**config.mk**
```make
export PLATFORM = sky130hd
export DESIGN_NAME = hash_table_linear_probe_unit
export DESIGN_NICKNAME = d
export VERILOG_FILES = /design/src/htlp_pkg.sv /design/src/htlp_home.sv /design/src/hash_table_linear_probe_unit.sv
export SDC_FILE = /design/constraint.sdc
export NUM_CORES = 2
export LEC_CHECK = 0
export BUFFER_PORTS_ARGS = -buffer_cell sky130_fd_sc_hd__buf_2
export CAP_MARGIN = 0
export CORE_MARGIN = 2
export CORE_UTILIZATION = 30
export DETAILED_ROUTE_END_ITERATION = 8
export GPL_TIMING_DRIVEN = 0
export PLACE_DENSITY = 0.51
export SKIP_CTS_REPAIR_TIMING = 1
export SLEW_MARGIN = 25
export SYNTH_ARGS = -nofsm -noshare
export SYNTH_HDL_FRONTEND = slang
export SYNTH_SLANG_ARGS = --single-unit
```
**constraint.sdc**
```tcl
create_clock -name clk -period 4.7 [get_ports clk]
set_clock_uncertainty 0.05 [all_clocks]
set_input_delay 0.235 -clock clk [delete_from_list [all_inputs] [get_ports clk]]
set_output_delay 0.235 -clock clk [all_outputs]
set_load 0.005 [all_outputs]
```
**src/htlp_pkg.sv**
```systemverilog
// Shared types, codes and helpers for the linear-probing hash table.
// No dependencies; every other file in this block imports it.

package htlp_pkg;

  // Field widths fixed by the interface.
  localparam int KEY_BYTES = 4;
  localparam int KEY_W     = 8 * KEY_BYTES;
  localparam int AGE_W     = 7;
  localparam int SLOT_W    = 5;
  localparam int COUNT_W   = 6;
  localparam int SUM_W     = 8 + $clog2(KEY_BYTES + 1);

  // Default table depth.
  localparam int DEF_TABLE_SIZE = 32;

  // Operation codes.
  localparam logic OP_INSERT = 1'b0;
  localparam logic OP_SEARCH = 1'b1;

  // Result status codes.
  typedef enum logic [1:0] {
    ST_INSERTED  = 2'd0,
    ST_FOUND     = 2'd1,
    ST_NOT_FOUND = 2'd2,
    ST_REJECTED  = 2'd3
  } status_t;

  // Controller states.
  typedef enum logic [2:0] {
    S_CLEAR,
    S_IDLE,
    S_HASH,
    S_HOME,
    S_PROBE
  } state_t;

  // Keep the name up to its first zero byte and clear every byte after it.
  function automatic logic [KEY_W-1:0] canon_key(input logic [KEY_W-1:0] raw);
    logic [KEY_W-1:0] out;
    logic             ended;
    out   = '0;
    ended = 1'b0;
    for (int b = 0; b < KEY_BYTES; b++) begin
      if (raw[8*b +: 8] == 8'd0) begin
        ended = 1'b1;
      end
      if (!ended) begin
        out[8*b +: 8] = raw[8*b +: 8];
      end
    end
    return out;
  endfunction

endpackage

```
**src/htlp_home.sv**
```systemverilog
// Home slot unit: byte sum of the key reduced modulo the table size.
// Depends on htlp_pkg. One register stage; the slot is valid in the cycle
// after the key is presented.

module htlp_home #(
  parameter int TABLE_SIZE = htlp_pkg::DEF_TABLE_SIZE
) (
  input  logic                                 clk,
  input  logic [htlp_pkg::KEY_W-1:0]           key,
  output logic [$clog2(TABLE_SIZE)-1:0]        home
);
  import htlp_pkg::*;

  localparam int IW     = $clog2(TABLE_SIZE);
  localparam int SH     = SUM_W + 1;
  localparam int RECIP  = (1 << SH) / TABLE_SIZE;
  localparam int RW     = $clog2(RECIP + 1);
  localparam int PW     = SUM_W + RW;
  localparam int DW     = SUM_W + IW + 1;

  logic [SUM_W-1:0] sum_c;
  logic [PW-1:0]    prod_c;
  logic [SUM_W-1:0] sum;
  logic [SUM_W-1:0] quot;
  logic [DW-1:0]    rem_c;
  logic [DW-1:0]    rem_fix;

  // Byte sum of the key.
  always_comb begin
    sum_c = '0;
    for (int b = 0; b < KEY_BYTES; b++) begin
      sum_c = sum_c + SUM_W'(key[8*b +: 8]);
    end
  end

  // Quotient estimate by reciprocal multiply; it is exact or one short.
  assign prod_c = PW'(sum_c) * PW'(RECIP);

  always_ff @(posedge clk) begin
    sum  <= sum_c;
    quot <= SUM_W'(prod_c >> SH);
  end

  // Remainder with a single correction step.
  assign rem_c   = DW'(sum) - DW'(quot) * DW'(TABLE_SIZE);
  assign rem_fix = (rem_c >= DW'(TABLE_SIZE)) ? rem_c - DW'(TABLE_SIZE) : rem_c;
  assign home    = rem_fix[IW-1:0];

endmodule

```
**src/hash_table_linear_probe_unit.sv**
```systemverilog
// Top level of the open-addressed hash table with linear probing.
// Depends on htlp_pkg and htlp_home. Holds the slot memory and the probe
// controller.
//
//  Channel  | Handshake            | Payload
//  ---------+----------------------+------------------------------------------
//  request  | start / busy         | operation, name_key, age_value
//  result   | done (one cycle)     | status, slot_index, age_found, entry_count
//
// An operation passes through S_HASH, S_HOME and S_PROBE from its transfer to
// done, where S_PROBE checks k slots (1 to TABLE_SIZE), one memory read per
// cycle through the single read port; an empty name is rejected in S_HASH.
// After reset the memory is swept clear, one slot a cycle, through all
// TABLE_SIZE slots, with busy high. A result is shown for one cycle with
// done; the receiver cannot stall it.

module hash_table_linear_probe_unit #(
  parameter int TABLE_SIZE = htlp_pkg::DEF_TABLE_SIZE
) (
  input  logic                                clk,
  input  logic                                rst,
  input  logic                                start,
  output logic                                busy,
  input  logic                                operation,
  input  logic [htlp_pkg::KEY_W-1:0]          name_key,
  input  logic [htlp_pkg::AGE_W-1:0]          age_value,
  output logic                                done,
  output logic [1:0]                          status,
  output logic [htlp_pkg::SLOT_W-1:0]         slot_index,
  output logic [htlp_pkg::AGE_W-1:0]          age_found,
  output logic [htlp_pkg::COUNT_W-1:0]        entry_count
);
  import htlp_pkg::*;

  localparam int IW = $clog2(TABLE_SIZE);
  localparam int CW = $clog2(TABLE_SIZE + 1);
  localparam int MW = KEY_W + AGE_W;

  // Slot memory: key in the upper bits, age in the lower bits.
  logic [MW-1:0] mem [TABLE_SIZE];
  logic [MW-1:0] rdata;
  logic          mem_we;
  logic [IW-1:0] mem_waddr;
  logic [MW-1:0] mem_wdata;

  state_t        state;
  state_t        state_next;
  logic          op;
  logic [KEY_W-1:0] key;
  logic [AGE_W-1:0] age;
  logic [IW-1:0] issue_idx;
  logic [IW-1:0] issue_idx_next;
  logic [IW-1:0] chk_idx;
  logic          chk_valid;
  logic [CW-1:0] chk_cnt;
  logic [CW-1:0] count;
  logic [IW-1:0] home;

  logic [KEY_W-1:0] rd_key;
  logic [AGE_W-1:0] rd_age;
  logic          slot_free;
  logic          slot_match;
  logic          last_slot;
  logic          finish;
  status_t       res_status;
  logic [IW-1:0] res_slot;
  logic [AGE_W-1:0] res_age;
  logic          count_inc;

  htlp_home #(
    .TABLE_SIZE(TABLE_SIZE)
  ) u_home (
    .clk  (clk),
    .key  (key),
    .home (home)
  );

  // Memory write port and registered read port.
  always_ff @(posedge clk) begin
    if (mem_we) begin
      mem[mem_waddr] <= mem_wdata;
    end
    rdata <= mem[issue_idx];
  end

  assign rd_key     = rdata[MW-1:AGE_W];
  assign rd_age     = rdata[AGE_W-1:0];
  assign slot_free  = (rd_key[7:0] == 8'd0);
  assign slot_match = (rd_key == key);
  assign last_slot  = (chk_cnt == CW'(TABLE_SIZE - 1));
  assign issue_idx_next = (issue_idx == IW'(TABLE_SIZE - 1)) ? '0 : issue_idx + 1'b1;

  // Next-state logic.
  always_comb begin
    state_next = state;
    unique case (state)
      S_CLEAR: begin
        if (issue_idx == IW'(TABLE_SIZE - 1)) state_next = S_IDLE;
      end
      S_IDLE: begin
        if (start) state_next = S_HASH;
      end
      S_HASH: begin
        state_next = (key[7:0] == 8'd0) ? S_IDLE : S_HOME;
      end
      S_HOME: begin
        state_next = S_PROBE;
      end
      S_PROBE: begin
        if (finish) state_next = S_IDLE;
      end
      default: state_next = S_IDLE;
    endcase
  end

  // Output and datapath decisions for the current state.
  always_comb begin
    busy       = (state != S_IDLE);
    mem_we     = 1'b0;
    mem_waddr  = chk_idx;
    mem_wdata  = {key, age};
    finish     = 1'b0;
    res_status = ST_REJECTED;
    res_slot   = '0;
    res_age    = '0;
    count_inc  = 1'b0;
    unique case (state)
      S_CLEAR: begin
        mem_we    = 1'b1;
        mem_waddr = issue_idx;
        mem_wdata = '0;
      end
      S_HASH: begin
        // An empty name is rejected without probing.
        if (key[7:0] == 8'd0) finish = 1'b1;
      end
      S_PROBE: begin
        if (chk_valid) begin
          if (op == OP_INSERT) begin
            if (slot_free) begin
              mem_we     = 1'b1;
              finish     = 1'b1;
              count_inc  = 1'b1;
              res_status = ST_INSERTED;
              res_slot   = chk_idx;
            end else if (last_slot) begin
              finish = 1'b1;
            end
          end else begin
            if (slot_free) begin
              finish     = 1'b1;
              res_status = ST_NOT_FOUND;
            end else if (slot_match) begin
              finish     = 1'b1;
              res_status = ST_FOUND;
              res_slot   = chk_idx;
              res_age    = rd_age;
            end else if (last_slot) begin
              finish     = 1'b1;
              res_status = ST_NOT_FOUND;
            end
          end
        end
      end
      default: ;
    endcase
  end

  // Control registers.
  always_ff @(posedge clk) begin
    if (rst) begin
      state     <= S_CLEAR;
      issue_idx <= '0;
      chk_valid <= 1'b0;
      count     <= '0;
      done      <= 1'b0;
    end else begin
      state <= state_next;
      done  <= finish;
      if (count_inc) count <= count + 1'b1;
      unique case (state)
        S_CLEAR: issue_idx <= issue_idx_next;
        S_HOME: begin
          issue_idx <= home;
          chk_valid <= 1'b0;
        end
        S_PROBE: begin
          issue_idx <= issue_idx_next;
          chk_valid <= 1'b1;
        end
        default: chk_valid <= 1'b0;
      endcase
    end
  end

  // Request capture, probe bookkeeping and result registers.
  always_ff @(posedge clk) begin
    if (state == S_IDLE && start) begin
      op  <= operation;
      key <= canon_key(name_key);
      age <= age_value;
    end
    chk_idx <= issue_idx;
    if (state == S_HOME) begin
      chk_cnt <= '0;
    end else if (state == S_PROBE && chk_valid) begin
      chk_cnt <= chk_cnt + 1'b1;
    end
    if (finish) begin
      status     <= res_status;
      slot_index <= SLOT_W'(res_slot);
      age_found  <= res_age;
    end
  end

  assign entry_count = COUNT_W'(count);

  // The occupancy never exceeds the table depth.
  a_count_bound: assert property (@(posedge clk) disable iff (rst)
    count <= CW'(TABLE_SIZE))
    else $error("occupancy count exceeds table size");

  // A result lasts exactly one cycle.
  a_done_pulse: assert property (@(posedge clk) disable iff (rst)
    done |=> !done)
    else $error("done held for more than one cycle");

  // A successful insert adds exactly one entry.
  a_insert_count: assert property (@(posedge clk) disable iff (rst)
    (done && status == ST_INSERTED) |-> count == $past(count) + 1'b1)
    else $error("insert did not add one entry");

  // A failed or rejected operation reports slot zero and age zero.
  a_miss_zero: assert property (@(posedge clk) disable iff (rst)
    (done && (status == ST_NOT_FOUND || status == ST_REJECTED))
      |-> (slot_index == '0 && age_found == '0))
    else $error("miss result carries a slot or an age");

  // An accepted request makes the unit busy in the next cycle.
  a_accept_busy: assert property (@(posedge clk) disable iff (rst)
    (start && !busy) |=> busy)
    else $error("accepted request did not raise busy");

endmodule

```
==> flow_summary.json <==
{
  "synth_area_leaders": "edfxtp_1 74%, mux4_2 17%, dfxtp_1 2.7%, nand2_1 0.95%, and2_1 0.67%",
  "cp_common_cell": "clkdlybuf4s15_1",
  "synthArstFlopShare_pct": 0,
  "crit_path_start": "issue_idx[1]$_SDFFE_PP0P_",
  "tritoncts": "built",
  "finalCritPeriodShare_pct": 97.46,
  "fmax_mhz": 218.3,
  "maxSlewViolCount": 0,
  "synthMuxAreaShare_pct": 16.72,
  "r2r_slack_ns": 0.12,
  "cts.path.max_buffers": 3,
  "r2r_end": "mem[19][23]$_DFFE_PP_",
  "status": "complete, no violations",
  "drive_above_1_share_pct": 30.91,
  "vias": 25310,
  "critPathRequiredTime_ns": 5.11,
  "pre_cts_slack_ns": 0.07144,
  "ys_types": 53,
  "setup_slack_ns": 0.1194,
  "initial_utilization_pct": 30.22,
  "final_cells": 5130,
  "start_kind": "register",
  "powerDensity_mw_per_mm2": 417.2,
  "final_area_mm2": 0.06300,
  "synth_warnings": 0,
  "die_height_um": 422.7,
  "drt_iter0_drc": 2450,
  "critPathSlowestCell": "clkdlybuf4s15_1",
  "swShare_pct": 21.52,
  "synth_top_family_by_area": "multiplexers",
  "fin_crit_ns": 4.581,
  "relSlewSlack_pct": 23.21,
  "grt_pass1_wl_mm": 198.6,
  "io_buffer_count": 64,
  "final-setup-viol-count": 0,
  "rows": 153,
  "wl_per_cell_um": 27.62,
  "p_total_w": 0.02628,
  "coreArea_mm2": 0.1740,
  "antenna_left": 0,
  "synthAdderAreaFrac_pct": 0.4902,
  "grt.total_usage_pct": 15.82,
  "power_frac_seq_pct": 51.3,
  "tightest_slew_ns": 1.152,
  "synth_simple_gate_area_share_pct": 3.060,
  "rsz0062_at_grt": "no",
  "p_clk_share_pct": 42.4,
  "path_max_fanout": 17,
  "placed_area_mm2": 0.05792,
  "hp-class": "input port to register",
  "dp_cells": 4829,
  "hold_violations": 0,
  "yosysSeqAreaShare_pct": 77.06,
  "crit_end": "mem[19][23]$_DFFE_PP_",
  "drc": 0,
  "avgSynthCellArea_um2": 22.28,
  "postLayoutCoreUtil_pct": 36.20,
  "dr.pass1.iters": 6,
  "synth_top_area_share_pct": 74.36,
  "crit_type": "register to register",
  "fin_nets": 2753,
  "postRouteWirelength_mm": 141.7,
  "avgViaCountPerCell": 4.933,
  "clk_latency_ns": 0.77,
  "yosys.area.top_type": "edfxtp_1",
  "antenna_found_initial": 4,
  "maxCapViolations": 0,
  "numCtsBuffers": 145,
  "synth-main-ff-cell": "edfxtp_1",
  "die_w_um": 422.7,
  "ys_ff_latch": 1373,
  "cell_internal_pwr_w": 0.02063,
  "routabilityCongestion": 0.8258,
  "cts_sinks": 1373,
  "cts_root_buf": "clkbuf_16",
  "grt_max_degree": 33,
  "cpPeakStageDelay_ns": 0.82,
  "r2r_start": "issue_idx[1]$_SDFFE_PP0P_",
  "combPwrFrac_pct": 6.3,
  "num_io_pins": 65,
  "rr_worst_depth": 10,
  "clk_pin_slew_ns": 0.06,
  "htreeDepth": 4,
  "synth_nets": 2420,
  "synth_edf_count": 1302,
  "overflow": 0,
  "crit_chain": "clkdlybuf4s15_1 > clkdlybuf4s15_1 > clkbuf_8 > inv_1 > nor3_1 > a31oi_1 > or2_4 > nor2_4 > buf_8 > buf_12",
  "syn_area_mm2": 0.05258,
  "num_antenna_cells": 0,
  "die_area_mm2": 0.1786,
  "synth_compound_area_share_pct": 0.6044,
  "grt_pass1_vias": 26440,
  "dp_hpwl_mm": 97.26,
  "synth_cells": 2360,
  "ir_worst_vdd_v": 0.0003199,
  "leakage_nw": 19.57,
  "syn2layout_area_growth_pct": 19.80,
  "endpoint_kind": "register",
  "synth-xor-area-share_pct": 0.8495,
  "arrival_ns": 4.99,
  "p_switching_w": 0.005657
}
==> sequential cells by signal (all words and copies together), names as in the netlist, 3 cells and up <==
| register | cells |
|---|---|
| u_home.sum | 5 |
| entry_count | 6 |
| chk_idx | 5 |
| mem | 1248 |
| rdata | 39 |
| key | 32 |
| age | 7 |
| issue_idx | 5 |
| state | 3 |
| chk_cnt | 6 |
| slot_index | 5 |
| age_found | 7 |
==> final cells by class <==
cell class	instances	area (um2)
well taps	2325	2909
fillers	15790	111000
flip-flops and latches	1373	40520
clock buffers	190	3933
repair buffers	186	2540
clock inverters	69	664.4
inverters	30	112.6
multi-input cells	839	11750
plain buffers	118	564.3
==> power by group through the flow <==
stage	Clock, W	Sequential, W	Combinational, W
after floorplan	0	0.0137	0.00101
after CTS	0.0114	0.0135	0.00166
after detailed placement	0	0.0137	0.00165
final	0.0112	0.0135	0.00166
after global routing	0.0119	0.0135	0.00174
after global placement	0	0.0137	0.00156
==> placed cells by master (no fill, tap or decap), drive strengths merged, types with 40 or more instances in the layout <==
cell and instances:
clkbuf 263, nor2 71, buf 187, inv 40, nand2 133, clkinv 47
dlygate4sd3 42, mux4 390, edfxtp 1302, and2 57, dfxtp 71
==> metrics by stage <==
step	setup TNS, ns	hold WS [ns]
5_1_grt	0	0.1121
6_report	0	0.1403
4_1_cts	0	-0.4722
3_5_place_dp	0	0.3165
3_3_place_gp	-3238.71	0.3118
2_1_floorplan	0	0.2643
==> how the worst min path moves through the flow <==
stage	start	end	slack, ns	cells after the start
2_1_floorplan	rst	chk_valid$_SDFFE_PP0N_	0.26	1
3_3_place_gp	issue_idx[0]$_SDFFE_PP0P_	chk_idx[0]$_DFF_P_	0.31	0
3_5_place_dp	issue_idx[0]$_SDFFE_PP0P_	chk_idx[0]$_DFF_P_	0.32	0
4_1_cts	age_value[1]	age[1]$_DFFE_PP_	-0.47	1
5_1_grt	operation	op$_DFFE_PP_	0.11	2
6_report	age_value[6]	age[6]$_DFFE_PP_	0.14	2
==> worst max-delay path, delay by kind of cell (launching register included) <==
kind | cells | cell delay [ns]
buffers and inverters | 6 | 2.49
AND/OR/NAND/NOR | 3 | 1.10
flip-flops | 1 | 0.35
AO/OA/AOI/OAI | 1 | 0.22
==> metal layers <==
layer  vias to the layer above  part of all wire [%]  global-route usage (%)  wire (um)
met5                         -                     0                       0          0
met4                         0                   3.0                   5.226       4310
met3                       224                   6.1                   3.233       8591
met2                       901                    51                   27.37      72910
met1                     13700                    39                   19.73      55870
li1                      10480                     -                       -          -
==> cell families after synthesis <==
family          Yosys count
flops                  1373
buf+inv                 148
compound gates           47
mux                     391
fa+ha+maj                17
simple gates            333
xor+xnor                 51
==> synthesized netlist by cell type, types with 4 or more instances <==
cell and number:
or2_4 4, xnor2_1 25, clkbuf_1 71, xor2_1 26, ha_1 11, nor2_1 71
a31oi_1 9, edfxtp_1 1302, mux4_2 390, a21oi_1 13, nor3_1 11, dfxtp_1 71
or4_1 9, buf_2 25, inv_1 29, fa_1 6, a21boi_0 6, nor4_1 10
nor3b_1 5, nand2_1 133, and2_1 56, buf_1 14, nand4_1 10
Note: power is estimated with default switching activity, not from simulation.
